### src/csoc_pkg.sv
// shared types, constants and codes for the column span occlusion clipper
package csoc_pkg;

  localparam int CANVAS_WIDTH = 512;
  localparam int CLIP_AW      = $clog2(CANVAS_WIDTH);
  localparam int COORD_MAX    = 4095;

  localparam int IN_W   = 112;
  localparam int OUT_W  = 72;
  localparam int CFG_IW = 3;
  localparam int CFG_DW = 13;

  localparam logic [31:0] SOLID_COLOR  = 32'h00FF_FFFF;
  localparam logic [31:0] PORTAL_COLOR = 32'h00FF_00FF;

  localparam logic [3:0]  SCALE_X_RST       = 4'd1;
  localparam logic [3:0]  SCALE_Y_RST       = 4'd1;
  localparam logic [12:0] WIN_COLS_RST      = 13'd640;
  localparam logic [12:0] WIN_ROWS_RST      = 13'd400;
  localparam logic [12:0] CANVAS_HEIGHT_RST = 13'd200;
  localparam logic [15:0] CLR_FLOOR_RST     = {3'b000, CANVAS_HEIGHT_RST} - 16'd1;

  typedef enum logic {
    OP_CLEAR  = 1'b0,
    OP_COLUMN = 1'b1
  } opcode_t;

  typedef enum logic [1:0] {
    WALL_SOLID  = 2'd0,
    WALL_PORTAL = 2'd1,
    WALL_DOOR   = 2'd2
  } wall_kind_t;

  typedef enum logic [1:0] {
    SPAN_FLOOR  = 2'd0,
    SPAN_CEIL   = 2'd1,
    SPAN_SOLID  = 2'd2,
    SPAN_PORTAL = 2'd3
  } span_kind_t;

  typedef enum logic [CFG_IW-1:0] {
    REG_SCALE_X       = 3'd0,
    REG_SCALE_Y       = 3'd1,
    REG_WIN_COLS      = 3'd2,
    REG_WIN_ROWS      = 3'd3,
    REG_CANVAS_HEIGHT = 3'd4
  } reg_idx_t;

  // clip update steps of one column item
  typedef enum logic [1:0] {
    PH_FLOOR = 2'd0,
    PH_CEIL  = 2'd1,
    PH_WALL  = 2'd2,
    PH_LOWER = 2'd3
  } phase_t;

  typedef struct packed {
    logic [3:0]  scale_x;
    logic [3:0]  scale_y;
    logic [12:0] win_cols;
    logic [12:0] win_rows;
    logic [12:0] canvas_height;
  } cfg_t;

  // last field in the lowest bits
  typedef struct packed {
    logic [4:0]         rsvd;
    logic [31:0]        side_color;
    logic signed [15:0] next_ceiling_row;
    logic signed [15:0] next_floor_row;
    logic [1:0]         wall_kind;
    logic signed [15:0] ceiling_row;
    logic signed [15:0] floor_row;
    logic [8:0]         column;
  } in_data_t;

  typedef struct packed {
    logic [3:0]  rsvd;
    logic [31:0] span_color;
    logic [11:0] span_bottom;
    logic [11:0] span_top;
    logic [11:0] span_x;
  } out_data_t;

  typedef struct packed {
    logic   clr_go;
    logic   clr_start;
    logic   rd_load;
    logic   phase_go;
    logic   first;
    phase_t phase;
    logic   drain;
    logic   flush;
  } cmd_t;

  typedef struct packed {
    logic stall;
    logic clr_last;
    logic hold_vld;
    logic out_free;
    logic col_ok;
  } sts_t;

endpackage

### src/csoc_cfg.sv
// configuration register file
module csoc_cfg
  import csoc_pkg::*;
(
  input  logic              clk,
  input  logic              rst_n,
  input  logic              cfg_valid,
  output logic              cfg_ready,
  input  logic [CFG_IW-1:0] cfg_index,
  input  logic [CFG_DW-1:0] cfg_data,
  output cfg_t              cfg
);

  logic [3:0]  scale_x_r;
  logic [3:0]  scale_y_r;
  logic [12:0] win_cols_r;
  logic [12:0] win_rows_r;
  logic [12:0] canvas_height_r;

  assign cfg_ready = 1'b1;

  always_ff @(posedge clk) begin
    if (!rst_n) begin
      scale_x_r       <= SCALE_X_RST;
      scale_y_r       <= SCALE_Y_RST;
      win_cols_r      <= WIN_COLS_RST;
      win_rows_r      <= WIN_ROWS_RST;
      canvas_height_r <= CANVAS_HEIGHT_RST;
    end else if (cfg_valid) begin
      case (cfg_index)
        REG_SCALE_X:       scale_x_r       <= cfg_data[3:0];
        REG_SCALE_Y:       scale_y_r       <= cfg_data[3:0];
        REG_WIN_COLS:      win_cols_r      <= cfg_data[12:0];
        REG_WIN_ROWS:      win_rows_r      <= cfg_data[12:0];
        REG_CANVAS_HEIGHT: canvas_height_r <= cfg_data[12:0];
        default: ;
      endcase
    end
  end

  always_comb begin
    cfg.scale_x       = scale_x_r;
    cfg.scale_y       = scale_y_r;
    cfg.win_cols      = win_cols_r;
    cfg.win_rows      = win_rows_r;
    cfg.canvas_height = canvas_height_r;
  end

endmodule

### config.mk
export PLATFORM = sky130hd
export DESIGN_NAME = csoc_cfg
export DESIGN_NICKNAME = d
export VERILOG_FILES = /design/src/csoc_pkg.sv /design/src/csoc_cfg.sv
export SDC_FILE = /design/constraint.sdc
export NUM_CORES = 1
export LEC_CHECK = 0
export ABC_AREA = 0
export BUFFER_PORTS_ARGS = -buffer_cell sky130_fd_sc_hd__buf_4
export CORE_MARGIN = 1.5
export CORE_UTILIZATION = 52
export DETAILED_ROUTE_END_ITERATION = 8
export HOLD_SLACK_MARGIN = 0.1
export PLACE_DENSITY = 0.81
export SLEW_MARGIN = 20
export SYNTH_ARGS = -nofsm -noshare
export SYNTH_HDL_FRONTEND = slang
export SYNTH_SLANG_ARGS = --single-unit
### constraint.sdc
create_clock -name clk -period 2.1 [get_ports clk]
set_clock_uncertainty 0.15 [all_clocks]
set_input_delay 0.21 -clock clk [delete_from_list [all_inputs] [get_ports clk]]
set_output_delay 0.21 -clock clk [all_outputs]
set_load 0.01 [all_outputs]
==> metrics.txt <==
status finished, final reports clean; critical path arrival 2.11 ns; initial antenna violation count 0; Worst Reg2Reg Path Length in Cells 3; Crit Path Class input port to flop; Design Power roughly 1600 uW; metal3 WL approximately 250 um; Post-Layout Cell Count between 300 and 400; Post-Route WL ~4.3 mm; fin nets about 290; top layer in use met4; post-synthesis instance total between 150 and 200; syn_area_per_cell around 10 um^2; initial core utilization 0.555; total core area around 3400 um^2; CTS Root Cell clkbuf_4; distinct cell type count after synthesis 17; FF+latch count, synth 47; VDD IR max around 0.47 mV; Vias roughly 1.5k; Tcrit/Tclk final 0.932; IO Count 67; CTS Sinks between 40 and 50; Critical Path RT 2.25 ns; htree depth 2; worst slew pin tran approximately 0.56 ns; Sum Neg Setup Slack 0 ns; Placed Area ~2400 um^2; Final Setup Violations 0; DRT iter0 DRCs 63; ranking of synthesized cells by area dfxtp_1 (50%), mux2i_1 (25%), nand2_1 (9.7%); Max-Cap Viols 0; area fraction of the dominant cell type after synthesis 0.496; number of diodes 0; Setup crit end kind flop; vias per cell approximately 5; clk slew on worst S/H paths about 0.13 ns; vias in the first global route ~1.5k; Final Hold Viols 0; hold depth 3; post-detail-place hpwl approximately 2.8 mm; DRC 0; Slew HR 0.628; Placed Instances 284; final instance area ~2700 um^2; Max Root-Sink Buffers 2; Hold WC Path Type input port to flop; Area Overhead vs Synth 40.6%; total congestion overflow 0; Worst-Skew Late Latency 0.35 ns; yosys warns 0; global-route wire length before repair between 6 and 7 mm; DRT Pass-1 Iters 4; final slew viol count 0; unrepaired setup endpoints after global routing false; gr usage total 0.218; die area about 4000 um^2; Synth Cell Area roughly 1900 um^2; CTS tree built; PwrDens between 500 and 600 nW/um^2; PortBufs 65; Seq/Total Area, Yosys 0.496; drt wl/cell about 14 um; syn nets around 200; chip width 63.4 um; ratio of cells with drive above 1 in the final layout 0.311; RD Place Congestion 0.747; met2 WL between 2 and 2.5 mm; largest net degree at the start of global routing 64; Worst setup SP type input port; M1 WL 1.95 mm; Num CTS Buffers 5; Leak 0.00122 uW; Die Y 63.4 um; Min Clock Period, post-route 1.96 ns; crit-path max FO 7; Routed Antenna Nets 0; row count 21; Fmax achieved approximately 0.51 GHz; area leader, netlist dfxtp_1
## worst max-delay path: stages
cell and delay (ns):
dlygate4sd3_1 0.54, buf_4 0.17, nor4b_4 0.25, buf_4 0.18, mux2i_1 0.19, dlygate4sd3_1 0.57
## metal layers
layer,vias up,track usage
met5,-,0
met4,0,0.0652
met3,5,0.0589
met2,43,0.367
met1,711,0.272
li1,764,-
## path summary, 6_finish.rpt
kind                  from                  to  slack [ns]
max           cfg_index[2]        scale_x_r[2]        0.14
min                  rst_n  canvas_height_r[4]        0.20
max reg2reg   scale_x_r[2]        scale_x_r[2]        0.78
min reg2reg  win_rows_r[5]       win_rows_r[5]        0.32
## state kept, by name, summed over array words and instances (netlist names)
name             flops
win_rows_r          13
canvas_height_r     13
scale_x_r            4
scale_y_r            4
win_cols_r          13
## layout make-up
class                           count  area [um^2]
Sequential cell                    47          941
Multi-Input combinational cell    121          866
Fill cell                         262          751
Timing Repair Buffer               91          728
Clock buffer                        7         65.1
Tap cell                           46         57.6
Clock inverter                      1         7.51
## synth_stat cells (all sizes together)
| library cell | count |
|---|---|
| nand2 | 49 |
| dfxtp | 47 |
| mux2i | 47 |
| nor2b | 17 |
| buf | 8 |
| clkbuf | 6 |
| nor4bb | 2 |
| and4b | 1 |
| and4bb | 1 |
| conb | 1 |
| nand4b | 1 |
| nand4bb | 1 |
| nor4b | 1 |
## power by group
part           internal (uW)  total [uW]  switching (uW)
Sequential               911         923            11.3
Combinational            103         190            86.3
Clock                    196         473             277
Total                   1210        1590             375
## cell families after synthesis
| kind of cell | count (synthesis) | synth area share |
|---|---|---|
| and+or+nand+nor | 73 | 0.207 |
| DFF | 47 | 0.496 |
| buffers and inverters | 14 | 0.0469 |
| muxes | 47 | 0.248 |
| other | 1 | 0.00198 |
## cells in the final DEF, fill, tap and decap left out, drive strengths merged, types with 2 or more instances in the layout
cell and instances:
buf 73, clkbuf 7, dfxtp 47, dlygate4sd3 18, mux2i 47, nand2 49, nor2b 17, nor4bb 2
## through the flow
| stage | hold WS [ns] | setup slack [ns] | utilization |
|---|---|---|---|
| global route | 0.220 | 0.0941 | 0.780 |
| finish | 0.202 | 0.143 | 0.780 |
| global placement | 0.294 | 0.761 | 0.700 |
| CTS | 0.143 | 0.0897 | 0.774 |
| detailed placement | 0.297 | 0.721 | 0.700 |
| floorplan | 0.222 | 0.964 | - |
## timing repair
item / in CTS / in global routing
setup buffers: 0 / 3
endpoints found under the hold margin: 47 / 0
hold buffers: 18 / 0
resized for setup: 0 / 0
endpoints found under the setup margin: 0 / 1
No activity file was read; power rests on OpenSTA's default activity.
