## src/csoc_pkg.sv

```systemverilog
// shared types, constants and codes for the column span occlusion clipper
package csoc_pkg;

  localparam int CANVAS_WIDTH = 512;
  localparam int CLIP_AW      = $clog2(CANVAS_WIDTH);
  localparam int COORD_MAX    = 4095;

  localparam int IN_W   = 112;
  localparam int OUT_W  = 72;
  localparam int CFG_IW = 3;
  localparam int CFG_DW = 13;

  localparam logic [31:0] SOLID_COLOR  = 32'h00FF_FFFF;
  localparam logic [31:0] PORTAL_COLOR = 32'h00FF_00FF;

  localparam logic [3:0]  SCALE_X_RST       = 4'd1;
  localparam logic [3:0]  SCALE_Y_RST       = 4'd1;
  localparam logic [12:0] WIN_COLS_RST      = 13'd640;
  localparam logic [12:0] WIN_ROWS_RST      = 13'd400;
  localparam logic [12:0] CANVAS_HEIGHT_RST = 13'd200;
  localparam logic [15:0] CLR_FLOOR_RST     = {3'b000, CANVAS_HEIGHT_RST} - 16'd1;

  typedef enum logic {
    OP_CLEAR  = 1'b0,
    OP_COLUMN = 1'b1
  } opcode_t;

  typedef enum logic [1:0] {
    WALL_SOLID  = 2'd0,
    WALL_PORTAL = 2'd1,
    WALL_DOOR   = 2'd2
  } wall_kind_t;

  typedef enum logic [1:0] {
    SPAN_FLOOR  = 2'd0,
    SPAN_CEIL   = 2'd1,
    SPAN_SOLID  = 2'd2,
    SPAN_PORTAL = 2'd3
  } span_kind_t;

  typedef enum logic [CFG_IW-1:0] {
    REG_SCALE_X       = 3'd0,
    REG_SCALE_Y       = 3'd1,
    REG_WIN_COLS      = 3'd2,
    REG_WIN_ROWS      = 3'd3,
    REG_CANVAS_HEIGHT = 3'd4
  } reg_idx_t;

  // clip update steps of one column item
  typedef enum logic [1:0] {
    PH_FLOOR = 2'd0,
    PH_CEIL  = 2'd1,
    PH_WALL  = 2'd2,
    PH_LOWER = 2'd3
  } phase_t;

  typedef struct packed {
    logic [3:0]  scale_x;
    logic [3:0]  scale_y;
    logic [12:0] win_cols;
    logic [12:0] win_rows;
    logic [12:0] canvas_height;
  } cfg_t;

  // last field in the lowest bits
  typedef struct packed {
    logic [4:0]         rsvd;
    logic [31:0]        side_color;
    logic signed [15:0] next_ceiling_row;
    logic signed [15:0] next_floor_row;
    logic [1:0]         wall_kind;
    logic signed [15:0] ceiling_row;
    logic signed [15:0] floor_row;
    logic [8:0]         column;
  } in_data_t;

  typedef struct packed {
    logic [3:0]  rsvd;
    logic [31:0] span_color;
    logic [11:0] span_bottom;
    logic [11:0] span_top;
    logic [11:0] span_x;
  } out_data_t;

  typedef struct packed {
    logic   clr_go;
    logic   clr_start;
    logic   rd_load;
    logic   phase_go;
    logic   first;
    phase_t phase;
    logic   drain;
    logic   flush;
  } cmd_t;

  typedef struct packed {
    logic stall;
    logic clr_last;
    logic hold_vld;
    logic out_free;
    logic col_ok;
  } sts_t;

endpackage

```

## src/csoc_ctrl.sv

```systemverilog
// controller state machine: clear sweep, clip update steps, span drain
module csoc_ctrl
  import csoc_pkg::*;
(
  input  logic clk,
  input  logic rst_n,
  input  logic in_tvalid,
  input  logic in_tuser,
  output logic in_tready,
  input  sts_t sts,
  output cmd_t cmd
);

  typedef enum logic [4:0] {
    ST_CLEAR = 5'b00001,
    ST_IDLE  = 5'b00010,
    ST_PHASE = 5'b00100,
    ST_DRAIN = 5'b01000,
    ST_FLUSH = 5'b10000
  } state_t;

  state_t state_r, state_nxt;
  phase_t ph_r, ph_nxt;

  always_ff @(posedge clk) begin
    if (!rst_n) begin
      state_r <= ST_CLEAR;
      ph_r    <= PH_FLOOR;
    end else begin
      state_r <= state_nxt;
      ph_r    <= ph_nxt;
    end
  end

  always_comb begin
    state_nxt     = state_r;
    ph_nxt        = ph_r;
    in_tready     = 1'b0;
    cmd.clr_go    = 1'b0;
    cmd.clr_start = 1'b0;
    cmd.rd_load   = 1'b0;
    cmd.phase_go  = 1'b0;
    cmd.first     = (ph_r == PH_FLOOR);
    cmd.phase     = ph_r;
    cmd.drain     = 1'b0;
    cmd.flush     = 1'b0;
    case (state_r)
      ST_CLEAR: begin
        cmd.clr_go = 1'b1;
        if (sts.clr_last) state_nxt = ST_IDLE;
      end
      ST_IDLE: begin
        in_tready = 1'b1;
        if (in_tvalid) begin
          if (in_tuser == OP_CLEAR) begin
            cmd.clr_start = 1'b1;
            state_nxt     = ST_CLEAR;
          end else if (sts.col_ok) begin
            cmd.rd_load = 1'b1;
            ph_nxt      = PH_FLOOR;
            state_nxt   = ST_PHASE;
          end
        end
      end
      ST_PHASE: begin
        cmd.phase_go = !sts.stall;
        if (!sts.stall) begin
          case (ph_r)
            PH_FLOOR: ph_nxt = PH_CEIL;
            PH_CEIL:  ph_nxt = PH_WALL;
            PH_WALL:  ph_nxt = PH_LOWER;
            PH_LOWER: state_nxt = ST_DRAIN;
            default:  state_nxt = ST_DRAIN;
          endcase
        end
      end
      ST_DRAIN: begin
        // clip entry is final here, write it back while the last span settles
        cmd.drain = 1'b1;
        if (!sts.stall) state_nxt = ST_FLUSH;
      end
      ST_FLUSH: begin
        cmd.flush = 1'b1;
        if (!sts.hold_vld || sts.out_free) state_nxt = ST_IDLE;
      end
      default: state_nxt = ST_IDLE;
    endcase
  end

endmodule

```

## config.mk

```make
export PLATFORM = sky130hd
export DESIGN_NAME = csoc_ctrl
export DESIGN_NICKNAME = d
export VERILOG_FILES = /design/src/csoc_pkg.sv /design/src/csoc_ctrl.sv
export SDC_FILE = /design/constraint.sdc
export NUM_CORES = 1
export LEC_CHECK = 0
export BUFFER_PORTS_ARGS = -buffer_cell sky130_fd_sc_hd__clkbuf_2
export CAP_MARGIN = 20
export CORE_MARGIN = 5
export CORE_UTILIZATION = 30
export CTS_BUF_LIST = sky130_fd_sc_hd__clkbuf_16
export DETAILED_ROUTE_END_ITERATION = 10
export SETUP_SLACK_MARGIN = 0.2
export SLEW_MARGIN = 15
export SYNTH_ARGS = -nofsm -noshare
export SYNTH_HDL_FRONTEND = slang
export SYNTH_SLANG_ARGS = --single-unit
```

## constraint.sdc

```tcl
create_clock -name clk -period 2 [get_ports clk]
set_input_delay 0.3 -clock clk [delete_from_list [all_inputs] [get_ports clk]]
set_output_delay 0.3 -clock clk [all_outputs]
set_load 0.02 [all_outputs]
```

==> run_results.csv <==
group,metric,value,unit
layout,final_util,42.06,%
layout,drive_above_1_share,38.20,%
worst_setup_path,startpoint_type,"flip-flop",
sta,worst_slack,0.2388,ns
layout,multiInputGateArea,430.4,µm²
sta,worst_pin_slew,0.3541,ns
clock_network,clockRootBuffer,"clkbuf_16",
clock_network,cts_buffers,3,
synth,synthCells,70,
sta,relSlewSlack,76.36,%
layout,layout.cells.non_filler,116,
outcome,status,"complete, no violations",
detailed_routing,route.vias.total,571,
synth,synth_seq_cells,7,
clock_network,clk_latency,0.23,ns
detailed_routing,final_antenna_net_count,0,
synth,yosysSeqAreaShare,23.48,%
die,rows,16,
synth,synth_nets,84,
power,swShare,24.88,%
power,switchingPower,0.1536,mW
die,num_io_pins,19,
detailed_routing,wl,1320,µm
placement,portBuffers,18,
clock_network,clockBufferDepth,2,
power,seq_power_share,26.6,%
layout,seqCellArea,143.9,µm²
layout,final_nets,104,
sta,slew_violations,0,
power,p_clk_share,55.1,%
layout,num_antenna_cells,0,
synth,syn-cell-area,596.8,µm²
synth,yosys.area.top_type,"dfxtp_1",
global_route,antenna_found_initial,0,
sta,post-route-min-period,1.761,ns
worst_setup_path,worst_path_max_delay_cell,"or3_4",
synth,yosys_warnings,0,
die,fp.dieH,54.60,µm
clock_network,htree_num_levels,1,
global_route,grt_usage,10.39,%
worst_setup_path,path_max_fanout,8,
power,internal_power,0.4635,mW
synth,synth.distinct_cells,33,
sta,setup_viol,0,
detailed_routing,dr.pass1.iters,4,
global_route,grt_pass1_vias,497,
min_path,worstHoldPathType,"input port to flip-flop",
placement,placed_cells,112,
die,fp.dieW,54.60,µm
die,die-area,0.002981,mm²
sta,tns,0,ns
clock_network,cts.clk_slew.worst_paths,0.04,ns
power,p_leak,0.3618,nW
worst_setup_path,arrival,1.46,ns
sta,finalCritPeriodShare,88.06,%
layout,area_delta_synth_final,35.43,%
sta,finalHoldViolations,0,
worst_setup_path,critPathCaptureType,"primary output",
detailed_routing,wl_per_cell,11.38,µm
sta,skew,0.0008381,ns
global_route,grt_max_degree,12,
placement,pre_cts_slack,0.3041,ns
detailed_routing,first_iter_violations,4,
worst_setup_path,r2r_slack,0.39,ns
worst_setup_path,slowest_delay,0.43,ns
placement,hpwl,1058,µm
worst_setup_path,worstPathCellList,"or3_4 > nor3b_4 > clkbuf_8",
layout,fillers,206,
die,start_util,31.05,%
flow_run,maxCapViolations,0,
synth,synthTopCellsByArea,"dfxtp_1 23%, ha_1 10%, nor3b_2 6.3%",
placement,gp_congestion,0.7493,
clock_network,cts_tree,"done",
global_route,grt_pass1_wl,2118,µm
sta,fmax,567.8,MHz
synth,postSynthAreaPerCell,8.526,µm²
worst_setup_path,crit_required,1.70,ns
detailed_routing,drc_errors,0,
die,core_area,0.001922,mm²
detailed_routing,vias_per_cell,4.922,
power,p_per_area,763.5,mW/mm²
power,peakVddDrop,0.3668,mV
clock_network,clock-sinks,7,
power,power_frac_comb,18.3,%
sta,rsz0062_at_grt,"true",
synth,yosysTopAreaCellShare,23.48,%
global_route,grt.overflow.total,0,
clock_network,cts_setup_buffers,0,
worst_setup_path,path_class,"flip-flop to primary output",
==> layer usage <==
layer	up-vias	part of all wire, %	global-route usage [%]	routed length (µm)
li1	291	-	-	-
met1	255	45	12.32	589
met2	21	45	15.35	593
met3	4	6.1	1.907	81
met4	0	4.2	9.959	55
met5	-	0	0	0
==> metrics by stage <==
stage	hold slack, ns	area [µm²]	power (mW)
floorplan	0.4407	596.8	0.2513
global placement	0.5252	693.2	0.2705
detailed placement	0.5328	693.2	0.2703
CTS	0.3557	787.0	0.6205
global route	0.3677	808.3	0.6543
finish	0.3461	808.3	0.6171
==> cell usage in the layout (no fill, tap or decap), types with 2 or more instances in the layout <==
master     synthesis  routed
clkbuf_2           0      17
nand2_1            6       6
clkbuf_16          0       3
ha_1               5       5
inv_1              5       6
nor3b_4            1       3
dfxtp_1            7       4
o31ai_1            2       2
and2_1             2       2
a21oi_1            3       3
and3_1             3       3
nor2_1             5       5
dfxtp_2            0       3
nand3_1            5       5
==> worst max-delay path, delay by kind of cell, from the launching register on <==
| family | cells | cell delay (ns) |
|---|---|---|
| and+or+nand+nor | 2 | 0.67 |
| DFF | 1 | 0.36 |
| buffers and inverters | 1 | 0.19 |
==> power groups by stage <==
stage	Combinational (mW)	Sequential (mW)	Clock, mW
6_report	0.113	0.164	0.340
5_1_grt	0.127	0.166	0.361
4_1_cts	0.109	0.162	0.349
3_5_place_dp	0.107	0.163	0
3_3_place_gp	0.107	0.163	0
2_1_floorplan	0.0972	0.154	0
==> worst paths after layout <==
path	depth (start not counted)	start	end
max	3	state_r[4]	cmd[1]
min	3	sts[2]	state_r[4]
max reg2reg	6	ph_r[0]	ph_r[1]
min reg2reg	2	state_r[1]	state_r[1]
==> cell usage after synthesis <==
| master | number |
|---|---|
| or3b_1 | 1 |
| o22ai_1 | 1 |
| inv_2 | 1 |
| and2_1 | 2 |
| nor3b_4 | 1 |
| nand3b_1 | 1 |
| dfxtp_1 | 7 |
| o41ai_1 | 1 |
| o31ai_1 | 2 |
| nor2_2 | 1 |
| buf_2 | 1 |
| a31oi_1 | 2 |
| a21oi_1 | 3 |
| nor2_1 | 5 |
| ha_1 | 5 |
| or3_4 | 1 |
| buf_6 | 2 |
| nand4bb_1 | 1 |
| or3_1 | 1 |
| nand3_1 | 5 |
| or4_1 | 1 |
| nor3b_2 | 3 |
| nand2_1 | 6 |
| and4b_1 | 1 |
| o2111ai_2 | 1 |
| nand2b_2 | 1 |
| mux2i_1 | 1 |
| a31o_1 | 1 |
| nor3b_1 | 1 |
| inv_1 | 5 |
| and3_1 | 3 |
| o21ai_1 | 1 |
| xnor2_1 | 1 |
==> layout make-up <==
cell class | instances | area share, %
multi-input combinational | 54 | 53.25
sequential | 7 | 17.80
timing repair buffer | 18 | 12.23
clock buffer | 3 | 9.288
tap | 27 | 4.180
inverter | 6 | 2.786
clock inverter | 1 | 0.4644
==> kinds of logic (layout without fill, tap and decap cells) <==
logic type	after synthesis	count (layout)	synth area share, %
AO/OA/AOI/OAI	12	12	14.46
XOR/XNOR	1	1	1.468
adder cells (fa/ha/maj)	5	5	10.48
buffers and inverters	9	28	8.384
flip-flops	7	7	23.48
multiplexers	1	1	1.677
AND/OR/NAND/NOR	35	35	40.05
==> state kept, by name, indices dropped and copies added (netlist names) <==
register / flops
state_r: 5
ph_r: 2
==> timing repair <==
item | in CTS | in global routing
endpoints found under the setup margin | 1 | 5
hold buffers | 0 | 0
resized for setup | 3 | 6
Power figures use the tool's default switching activity.
